<file path="config.mk">
export PLATFORM = sky130hd
export DESIGN_NAME = lpht_ctrl
export DESIGN_NICKNAME = d
export VERILOG_FILES = /design/src/lpht_pkg.sv /design/src/lpht_ctrl.sv
export SDC_FILE = /design/constraint.sdc
export NUM_CORES = 1
export LEC_CHECK = 0
export BUFFER_PORTS_ARGS = -buffer_cell sky130_fd_sc_hd__buf_2
export CAP_MARGIN = 20
export CELL_PAD_IN_SITES_DETAIL_PLACEMENT = 0
export CELL_PAD_IN_SITES_GLOBAL_PLACEMENT = 1
export CORE_ASPECT_RATIO = 1.5
export CORE_MARGIN = 4
export CORE_UTILIZATION = 29
export CTS_BUF_LIST = sky130_fd_sc_hd__clkbuf_2 sky130_fd_sc_hd__clkbuf_4 sky130_fd_sc_hd__clkbuf_8
export CTS_CLUSTER_SIZE = 20
export DETAILED_ROUTE_END_ITERATION = 8
export GPL_ROUTABILITY_DRIVEN = 0
export PLACE_DENSITY_LB_ADDON = 0.1
export SYNTH_ARGS = -nofsm -noshare
export SYNTH_HDL_FRONTEND = slang
export SYNTH_SLANG_ARGS = --single-unit
</file>
<file path="constraint.sdc">
create_clock -name aclk -period 1.9 [get_ports aclk]
set_input_delay 0 -clock aclk [delete_from_list [all_inputs] [get_ports aclk]]
set_output_delay 0 -clock aclk [all_outputs]
set_load 0.03 [all_outputs]
</file>
<file path="src/lpht_pkg.sv">
package lpht_pkg;

    localparam int MAX_SLOTS  = 1024;
    localparam int KEY_BITS   = 32;
    localparam int VALUE_BITS = 32;
    localparam int SLOT_BITS  = $clog2(MAX_SLOTS);
    localparam int ADDR_BITS  = SLOT_BITS + 1;
    localparam int LOG_BITS   = 4;
    localparam int CNT_BITS   = SLOT_BITS + 1;
    localparam logic [LOG_BITS-1:0] MIN_LOG2 = 4'd2;
    localparam logic [LOG_BITS-1:0] MAX_LOG2 = LOG_BITS'(SLOT_BITS);
    localparam logic [LOG_BITS-1:0] RESET_LOG2 = 4'd5;

    localparam logic [2:0] ST_UPDATED  = 3'd0;
    localparam logic [2:0] ST_INSERTED = 3'd1;
    localparam logic [2:0] ST_FOUND    = 3'd2;
    localparam logic [2:0] ST_ABSENT   = 3'd3;
    localparam logic [2:0] ST_REFUSED  = 3'd4;

    localparam logic OP_LOOKUP = 1'b0;
    localparam logic OP_INSERT = 1'b1;

    typedef enum logic [3:0] {
        S_IDLE,
        S_CLEAR,
        S_PROBE_RD,
        S_PROBE_CHK,
        S_GROW_CLR,
        S_GROW_RD,
        S_GROW_CHK,
        S_GROW_PCHK,
        S_DONE
    } state_t;

    typedef struct packed {
        logic load_item;
        logic clr_start;
        logic clr_step;
        logic probe_start;
        logic probe_step;
        logic write_hit;
        logic write_new;
        logic grow_start;
        logic grow_clr_step;
        logic grow_src_step;
        logic grow_dst_start;
        logic grow_dst_step;
        logic grow_move;
        logic grow_finish;
        logic set_result;
        logic [2:0] result_status;
    } cmd_t;

    typedef struct packed {
        logic clr_last;
        logic occ;
        logic key_eq;
        logic probe_wrapped;
        logic opcode;
        logic full_refuse;
        logic need_grow;
        logic grow_clr_last;
        logic src_occ;
        logic src_last;
        logic dst_occ;
    } stat_t;

endpackage

</file>
<file path="src/lpht_ctrl.sv">
module lpht_ctrl
    import lpht_pkg::*;
(
    input  logic  aclk,
    input  logic  aresetn,
    input  logic  cfg_we,
    input  logic  s_valid,
    output logic  s_ready,
    output logic  m_valid,
    input  logic  m_ready,
    input  stat_t stat,
    output cmd_t  cmd
);

    state_t state_reg, state_next;
    logic   pend_reg, pend_next;

    always_ff @(posedge aclk) begin
        if (!aresetn) begin
            state_reg <= S_CLEAR;
            pend_reg  <= 1'b1;
        end else begin
            state_reg <= state_next;
            pend_reg  <= pend_next;
        end
    end

    // clear starts on entry: pend flags a fresh clear request
    always_comb begin
        state_next = state_reg;
        pend_next  = 1'b0;
        if (cfg_we) begin
            state_next = S_CLEAR;
            pend_next  = 1'b1;
        end else begin
            unique case (state_reg)
                S_IDLE: if (s_valid) state_next = S_PROBE_RD;
                S_CLEAR: if (!pend_reg && stat.clr_last) state_next = S_IDLE;
                S_PROBE_RD: state_next = S_PROBE_CHK;
                S_PROBE_CHK: begin
                    if (!stat.occ) begin
                        if (stat.opcode == OP_INSERT && !stat.full_refuse && stat.need_grow)
                            state_next = S_GROW_CLR;
                        else state_next = S_DONE;
                    end else if (stat.key_eq || stat.probe_wrapped) begin
                        state_next = S_DONE;
                    end
                end
                S_GROW_CLR: if (stat.grow_clr_last) state_next = S_GROW_RD;
                S_GROW_RD: state_next = S_GROW_CHK;
                S_GROW_CHK: begin
                    if (stat.src_occ) state_next = S_GROW_PCHK;
                    else if (stat.src_last) state_next = S_DONE;
                end
                S_GROW_PCHK: begin
                    if (!stat.dst_occ) begin
                        state_next = stat.src_last ? S_DONE : S_GROW_CHK;
                    end
                end
                S_DONE: if (m_ready) state_next = S_IDLE;
                default: state_next = S_IDLE;
            endcase
        end
    end

    always_comb begin
        cmd     = '0;
        s_ready = 1'b0;
        m_valid = 1'b0;
        unique case (state_reg)
            S_IDLE: begin
                s_ready = !cfg_we;
                cmd.load_item = 1'b1;
            end
            S_CLEAR: begin
                if (pend_reg) cmd.clr_start = 1'b1;
                else cmd.clr_step = 1'b1;
            end
            S_PROBE_RD: cmd.probe_start = 1'b1;
            S_PROBE_CHK: begin
                if (!stat.occ) begin
                    cmd.set_result = 1'b1;
                    if (stat.opcode == OP_LOOKUP) begin
                        cmd.result_status = ST_ABSENT;
                    end else if (stat.full_refuse) begin
                        cmd.result_status = ST_REFUSED;
                    end else begin
                        cmd.result_status = ST_INSERTED;
                        cmd.write_new = 1'b1;
                        cmd.grow_start = stat.need_grow;
                    end
                end else if (stat.key_eq) begin
                    cmd.set_result = 1'b1;
                    cmd.result_status = (stat.opcode == OP_LOOKUP) ? ST_FOUND : ST_UPDATED;
                    cmd.write_hit = stat.opcode == OP_INSERT;
                end else if (stat.probe_wrapped) begin
                    cmd.set_result = 1'b1;
                    cmd.result_status = (stat.opcode == OP_LOOKUP) ? ST_ABSENT : ST_REFUSED;
                end else begin
                    cmd.probe_step = 1'b1;
                end
            end
            S_GROW_CLR: cmd.grow_clr_step = 1'b1;
            S_GROW_RD: cmd.grow_src_step = 1'b1;
            S_GROW_CHK: begin
                if (stat.src_occ) begin
                    cmd.grow_dst_start = 1'b1;
                end else if (stat.src_last) begin
                    cmd.grow_finish = 1'b1;
                    cmd.set_result = 1'b1;
                    cmd.result_status = ST_INSERTED;
                end else begin
                    cmd.grow_src_step = 1'b1;
                end
            end
            S_GROW_PCHK: begin
                if (stat.dst_occ) begin
                    cmd.grow_dst_step = 1'b1;
                end else begin
                    cmd.grow_move = 1'b1;
                    if (stat.src_last) begin
                        cmd.grow_finish = 1'b1;
                        cmd.set_result = 1'b1;
                        cmd.result_status = ST_INSERTED;
                    end else begin
                        cmd.grow_src_step = 1'b1;
                    end
                end
            end
            S_DONE: m_valid = 1'b1;
            default: ;
        endcase
    end

endmodule

</file>
# ---- Yosys cells after proc, flatten, opt, wreduce, memory -nomap -nowiden
# Cells that the tools add are included.
dict set report classes {
  n_eq_ne 15
  mux 49
  bitwise_logic 1
  reduce_logical 10
}
# operator count
set ops {}
lappend ops {{$mux W4} 15}
lappend ops {{$pmux W4 S9} 1}
lappend ops {{$mux W1} 17}
lappend ops {{$eq A4 B3 Y1 const B} 4}
lappend ops {{$mux W2} 7}
lappend ops {{$pmux W4 S3} 1}
lappend ops {{$mux W5} 2}
lappend ops {{$ne A2 B2 Y1 const B} 5}
lappend ops {{$mux W3} 3}
lappend ops {{$eq A4 B2 Y1 const B} 2}
lappend ops {{$reduce_and A7 Y1} 1}
lappend ops {{$mux W6} 1}
lappend ops {{$ne A3 B3 Y1 const B} 2}
lappend ops {{$eq A4 B1 Y1 const B} 1}
lappend ops {{$eq A4 B4 Y1 const B} 1}
lappend ops {{$logic_not A4 Y1} 1}
lappend ops {{$logic_and A1 B1 Y1} 3}
lappend ops {{$logic_not A1 Y1} 3}
lappend ops {{$pmux W1 S3} 1}
lappend ops {{$pmux W1 S2} 1}
lappend ops {{$reduce_or A2 Y1} 1}
lappend ops {{$logic_or A1 B1 Y1} 1}
lappend ops {{$not A1 Y1} 1}
dict set report word_totals {
  reg_bits 5
  in_bits 16
  out_inout_bits 20
  elab_cells 77
}

# ---- Depth between registers and ports, before layout
dict set report logic_depth {
  word_depth 6
  ltp_mapped 6
  mapped_depth_nobuf 5
}

# ---- Worst setup path after synthesis
# No wires, ideal clock.
dict set report synth_path {
  path_type {reg2out}
  from {register state_reg[0]}
  to {output port s_ready}
  arrival_time_ns 2.240
  t_required_ns 1.900
  setup_slack_ns -0.340
  stages_incl_launch_ff 5
  path_buffers 2
  path_cell_list {dfxtp_1 -> buf_4 -> clkbuf_1 -> nor4_1 -> nor2b_1}
}
dict set report synth_between {
  elab_chain_len 2
}
# element line_no
set synth_rtl {}
lappend synth_rtl {{start: declaration} lpht_ctrl.sv:15} ;# state_t state_reg, state_next;
lappend synth_rtl {{start signal: assignment} lpht_ctrl.sv:23} ;# state_reg <= state_next;
lappend synth_rtl {{$logic_not A4 Y1} lpht_ctrl.sv:70} ;# unique case (state_reg)
lappend synth_rtl {{$mux W1} lpht_ctrl.sv:70}
lappend synth_rtl {{end: declaration} lpht_ctrl.sv:8} ;# output logic s_ready,
# No other way between the ends.

==> results_tabular.tex <==
\begin{tabular}{lr}
\hline
Metric & Value \\
\hline
\multicolumn{2}{l}{\textbf{Logic synthesis}} \\
Syn\_nets & 112 \\
Portion of the post-synthesis area used by sequential elements & 0.162 \\
Synth Register Bits & 5 \\
Most instantiated library cell after synthesis & sky130\_fd\_sc\_hd\_\_nor2\_1 \\
Leading register cell type out of synthesis & sky130\_fd\_sc\_hd\_\_dfxtp\_1 \\
Yosys warnings & 0 \\
Mean post-synth cell area & 6.43 sq um \\
Yosys cell types & 33 \\
Synth cell count leaders & sky130\_fd\_sc\_hd\_\_nor2\_1 (12), sky130\_fd\_sc\_hd\_\_nand2\_1 (10), sky130\_fd\_sc\_hd\_\_nand2b\_1 (8) \\
Netlist area before placement & 617 sq um \\
Synth Instances & 96 \\
Synth top area cells & sky130\_fd\_sc\_hd\_\_dfxtp\_1 (16\%), sky130\_fd\_sc\_hd\_\_nand2b\_1 (8.1\%), sky130\_fd\_sc\_hd\_\_nor2\_1 (7.3\%) \\
Biggest area consumer among synthesized cells & sky130\_fd\_sc\_hd\_\_dfxtp\_1 \\
Share of async-settable or async-resettable flops after synthesis & 0 \\
Yosys top cell area share & 0.162 \\
Number of synthesized flops with an enable pin & 0 \\
\multicolumn{2}{l}{\textbf{Critical path}} \\
Type of element launching the critical path & flip-flop \\
Worst EP arrival & 1.75 ns \\
Type of the worst setup path & reg -> out \\
Crit end category & output pin \\
WP data required & 1.90 ns \\
Largest fanout on the critical path & 11 \\
\multicolumn{2}{l}{\textbf{Clocking}} \\
Clock-pin slew reported for the worst setup and hold paths after clock tree synthesis & 0.04 ns \\
Clock net sink count & 5 \\
H-Tree Level Count & 1 \\
CTS tree & done \\
Clock Tree Root & sky130\_fd\_sc\_hd\_\_clkbuf\_4 \\
Max Root-Sink Buffers & 2 \\
Clock Latency Late Sink & 0.24 ns \\
Total CTS buffers & 3 \\
\multicolumn{2}{l}{\textbf{GRT}} \\
Initial antenna violation count & 0 \\
Total track usage & 0.149 \\
Final global-route overflow total & 0 \\
Vias in the first global route & 765 \\
Largest net degree at the start of global routing & 15 \\
First-pass GRT wire length & 3310 microns \\
\multicolumn{2}{l}{\textbf{Power and ir drop}} \\
Logic gate share of total power & 0.260 \\
Power share of the clock group & 0.401 \\
Pwr/cell area & 379 nW/um\^{}2 \\
Sw Share & 0.280 \\
Net Sw Power & 0.0926 mW \\
Leak Pwr & 0.414 nW \\
IR drop worst, VDD & 304 uV \\
Cell internal power dissipation & 0.238 mW \\
Power share of the sequential group & 0.339 \\
\multicolumn{2}{l}{\textbf{Floorplan}} \\
Area of the core & 2030 sq um \\
Starting density of the core & 0.304 \\
Top-level I/O count & 36 \\
DIE WIDTH & 45.7 microns \\
Std cell rows & 20 \\
Die extent in y & 64.5 microns \\
Die footprint & 2940 sq um \\
\multicolumn{2}{l}{\textbf{Placement}} \\
Post-DP HPWL & 1650 microns \\
Count of buffers from port buffering & 35 \\
Place WS & 0.221 ns \\
\multicolumn{2}{l}{\textbf{Timing}} \\
Final Hold Fails & 0 \\
Min Clock Period, post-route & 1.75 ns \\
Total negative setup slack & 0 ns \\
Max-slew violation count & 0 \\
Fin Clk Skew & 0.000793 ns \\
Total setup violations reported at the end of the flow & 0 \\
Highest clock rate & 570 MHz \\
Max-Slew Margin vs Limit & 0.618 \\
Worst setup slack after layout & 0.147 ns \\
Worst Tran Pin Value & 0.558 ns \\
Setup repair after global routing missed its margin & false \\
Final worst-path cycle share & 0.923 \\
\multicolumn{2}{l}{\textbf{Final layout}} \\
Fill count & 224 \\
Ratio of cells with drive above 1 in the final layout & 0.398 \\
Number of nets in the layout & 150 \\
Number of flip-flops in the largest register & 4 \\
Synth-to-Final Area Change & 41.4\% \\
ANT cells & 0 \\
\multicolumn{2}{l}{\textbf{Route}} \\
Number of design rule violations left after detail routing & 0 \\
Drt first pass iters & 4 \\
Post-detailed-route count of antenna-violating nets & 0 \\
Avg Vias per Cell & 5.16 \\
DRT iter0 DRCs & 19 \\
Total Wirelength & 2000 microns \\
Number of vias after detailed routing & 800 \\
WL per Instance & 12.9 microns \\
\multicolumn{2}{l}{\textbf{Min path}} \\
Hold Crit Class & in -> reg \\
\multicolumn{2}{l}{\textbf{Outcome}} \\
Outcome & completed \\
\multicolumn{2}{l}{\textbf{Flow run}} \\
Max-cap check violation count & 0 \\
\hline
\end{tabular}
[per-layer routing]
| layer | track usage | up-vias | share of wire |
|---|---|---|---|
| met4 | 0.0806 | 0 | 0.0070 |
| met5 | 0 | - | 0 |
| met1 | 0.176 | 353 | 0.39 |
| met2 | 0.240 | 28 | 0.52 |
| met3 | 0.0306 | 2 | 0.074 |
| li1 | - | 417 | - |
[path summary, 6_finish.rpt]
path | start | to | slack [ns] | depth (start not counted)
max reg2reg | state_reg[2]$_SDFFE_PP0P_ | state_reg[2]$_SDFFE_PP0P_ | 0.20 | 5
max | state_reg[2]$_SDFFE_PP0P_ | cmd[10] | 0.15 | 6
min reg2reg | state_reg[2]$_SDFFE_PP0P_ | state_reg[2]$_SDFFE_PP0P_ | 0.67 | 2
min | m_ready | state_reg[3]$_SDFFE_PP0P_ | 0.05 | 3
[placed cells by master (no fill, tap or decap), types with 2 or more instances in the layout]
master,instances
sky130_fd_sc_hd__nor2b_1,5
sky130_fd_sc_hd__nand2_1,10
sky130_fd_sc_hd__nor2_1,11
sky130_fd_sc_hd__a32oi_1,2
sky130_fd_sc_hd__a2111oi_0,2
sky130_fd_sc_hd__inv_1,3
sky130_fd_sc_hd__buf_4,4
sky130_fd_sc_hd__a21oi_1,6
sky130_fd_sc_hd__dfxtp_1,4
sky130_fd_sc_hd__clkbuf_4,4
sky130_fd_sc_hd__nand2b_1,8
sky130_fd_sc_hd__or3_1,2
sky130_fd_sc_hd__nand3_1,4
sky130_fd_sc_hd__o21ai_0,6
sky130_fd_sc_hd__and2_1,2
sky130_fd_sc_hd__buf_2,35
sky130_fd_sc_hd__nor3_1,5
[timing repair]
item                       4_1_cts  5_1_grt
hold endpoints to repair         0        0
hold buffers                     0        0
gates resized for setup          0        2
setup endpoints to repair        0        3
buffers inserted                 0        0
[stage by stage]
step	utilization	cell area [sq um]	cells	hold slack [ns]	power [mW]
floorplan	-	634	96	0.0702	0.162
global placement	0.414	838	151	0.277	0.199
detailed placement	0.414	838	151	0.283	0.199
CTS	0.428	868	155	0.0343	0.339
global route	0.430	872	155	0.0366	0.367
finish	0.430	872	155	0.0460	0.331
[cell type report]
class	count	area (sq um)	share of cell area
well taps	22	27.5	0.0316
multi-input cells	82	497	0.570
inverters	3	11.3	0.0129
repair buffers	39	205	0.235
clock buffers	4	30.0	0.0344
flip-flops and latches	5	101	0.116
[worst max-delay path: stages, from the launching register on]
cell and delay, ns:
sky130_fd_sc_hd__dfxtp_1 0.40, sky130_fd_sc_hd__or2b_2 0.38, sky130_fd_sc_hd__nor2_2 0.15, sky130_fd_sc_hd__nand2_1 0.12, sky130_fd_sc_hd__nor3_2 0.13, sky130_fd_sc_hd__and2_1 0.14, sky130_fd_sc_hd__buf_2 0.18
[logic make-up (layout without fill, tap and decap cells)]
| logic type | count (synthesis) | count (layout) | synth area share |
|---|---|---|---|
| buffers and inverters | 9 | 46 | 0.0649 |
| AO/OA/AOI/OAI | 22 | 22 | 0.245 |
| flip-flops | 5 | 5 | 0.162 |
| AND/OR/NAND/NOR | 60 | 60 | 0.527 |
[power by group through the flow]
stage                     sequential [mW]  combinational (mW)  clock [mW]
final                               0.112              0.0859       0.133
after global routing                0.112              0.0955       0.159
after CTS                           0.112              0.0862       0.141
after detailed placement            0.114              0.0857           0
after global placement              0.114              0.0854           0
after floorplan                     0.111              0.0512           0
Note: power is estimated with default switching activity, not from simulation.
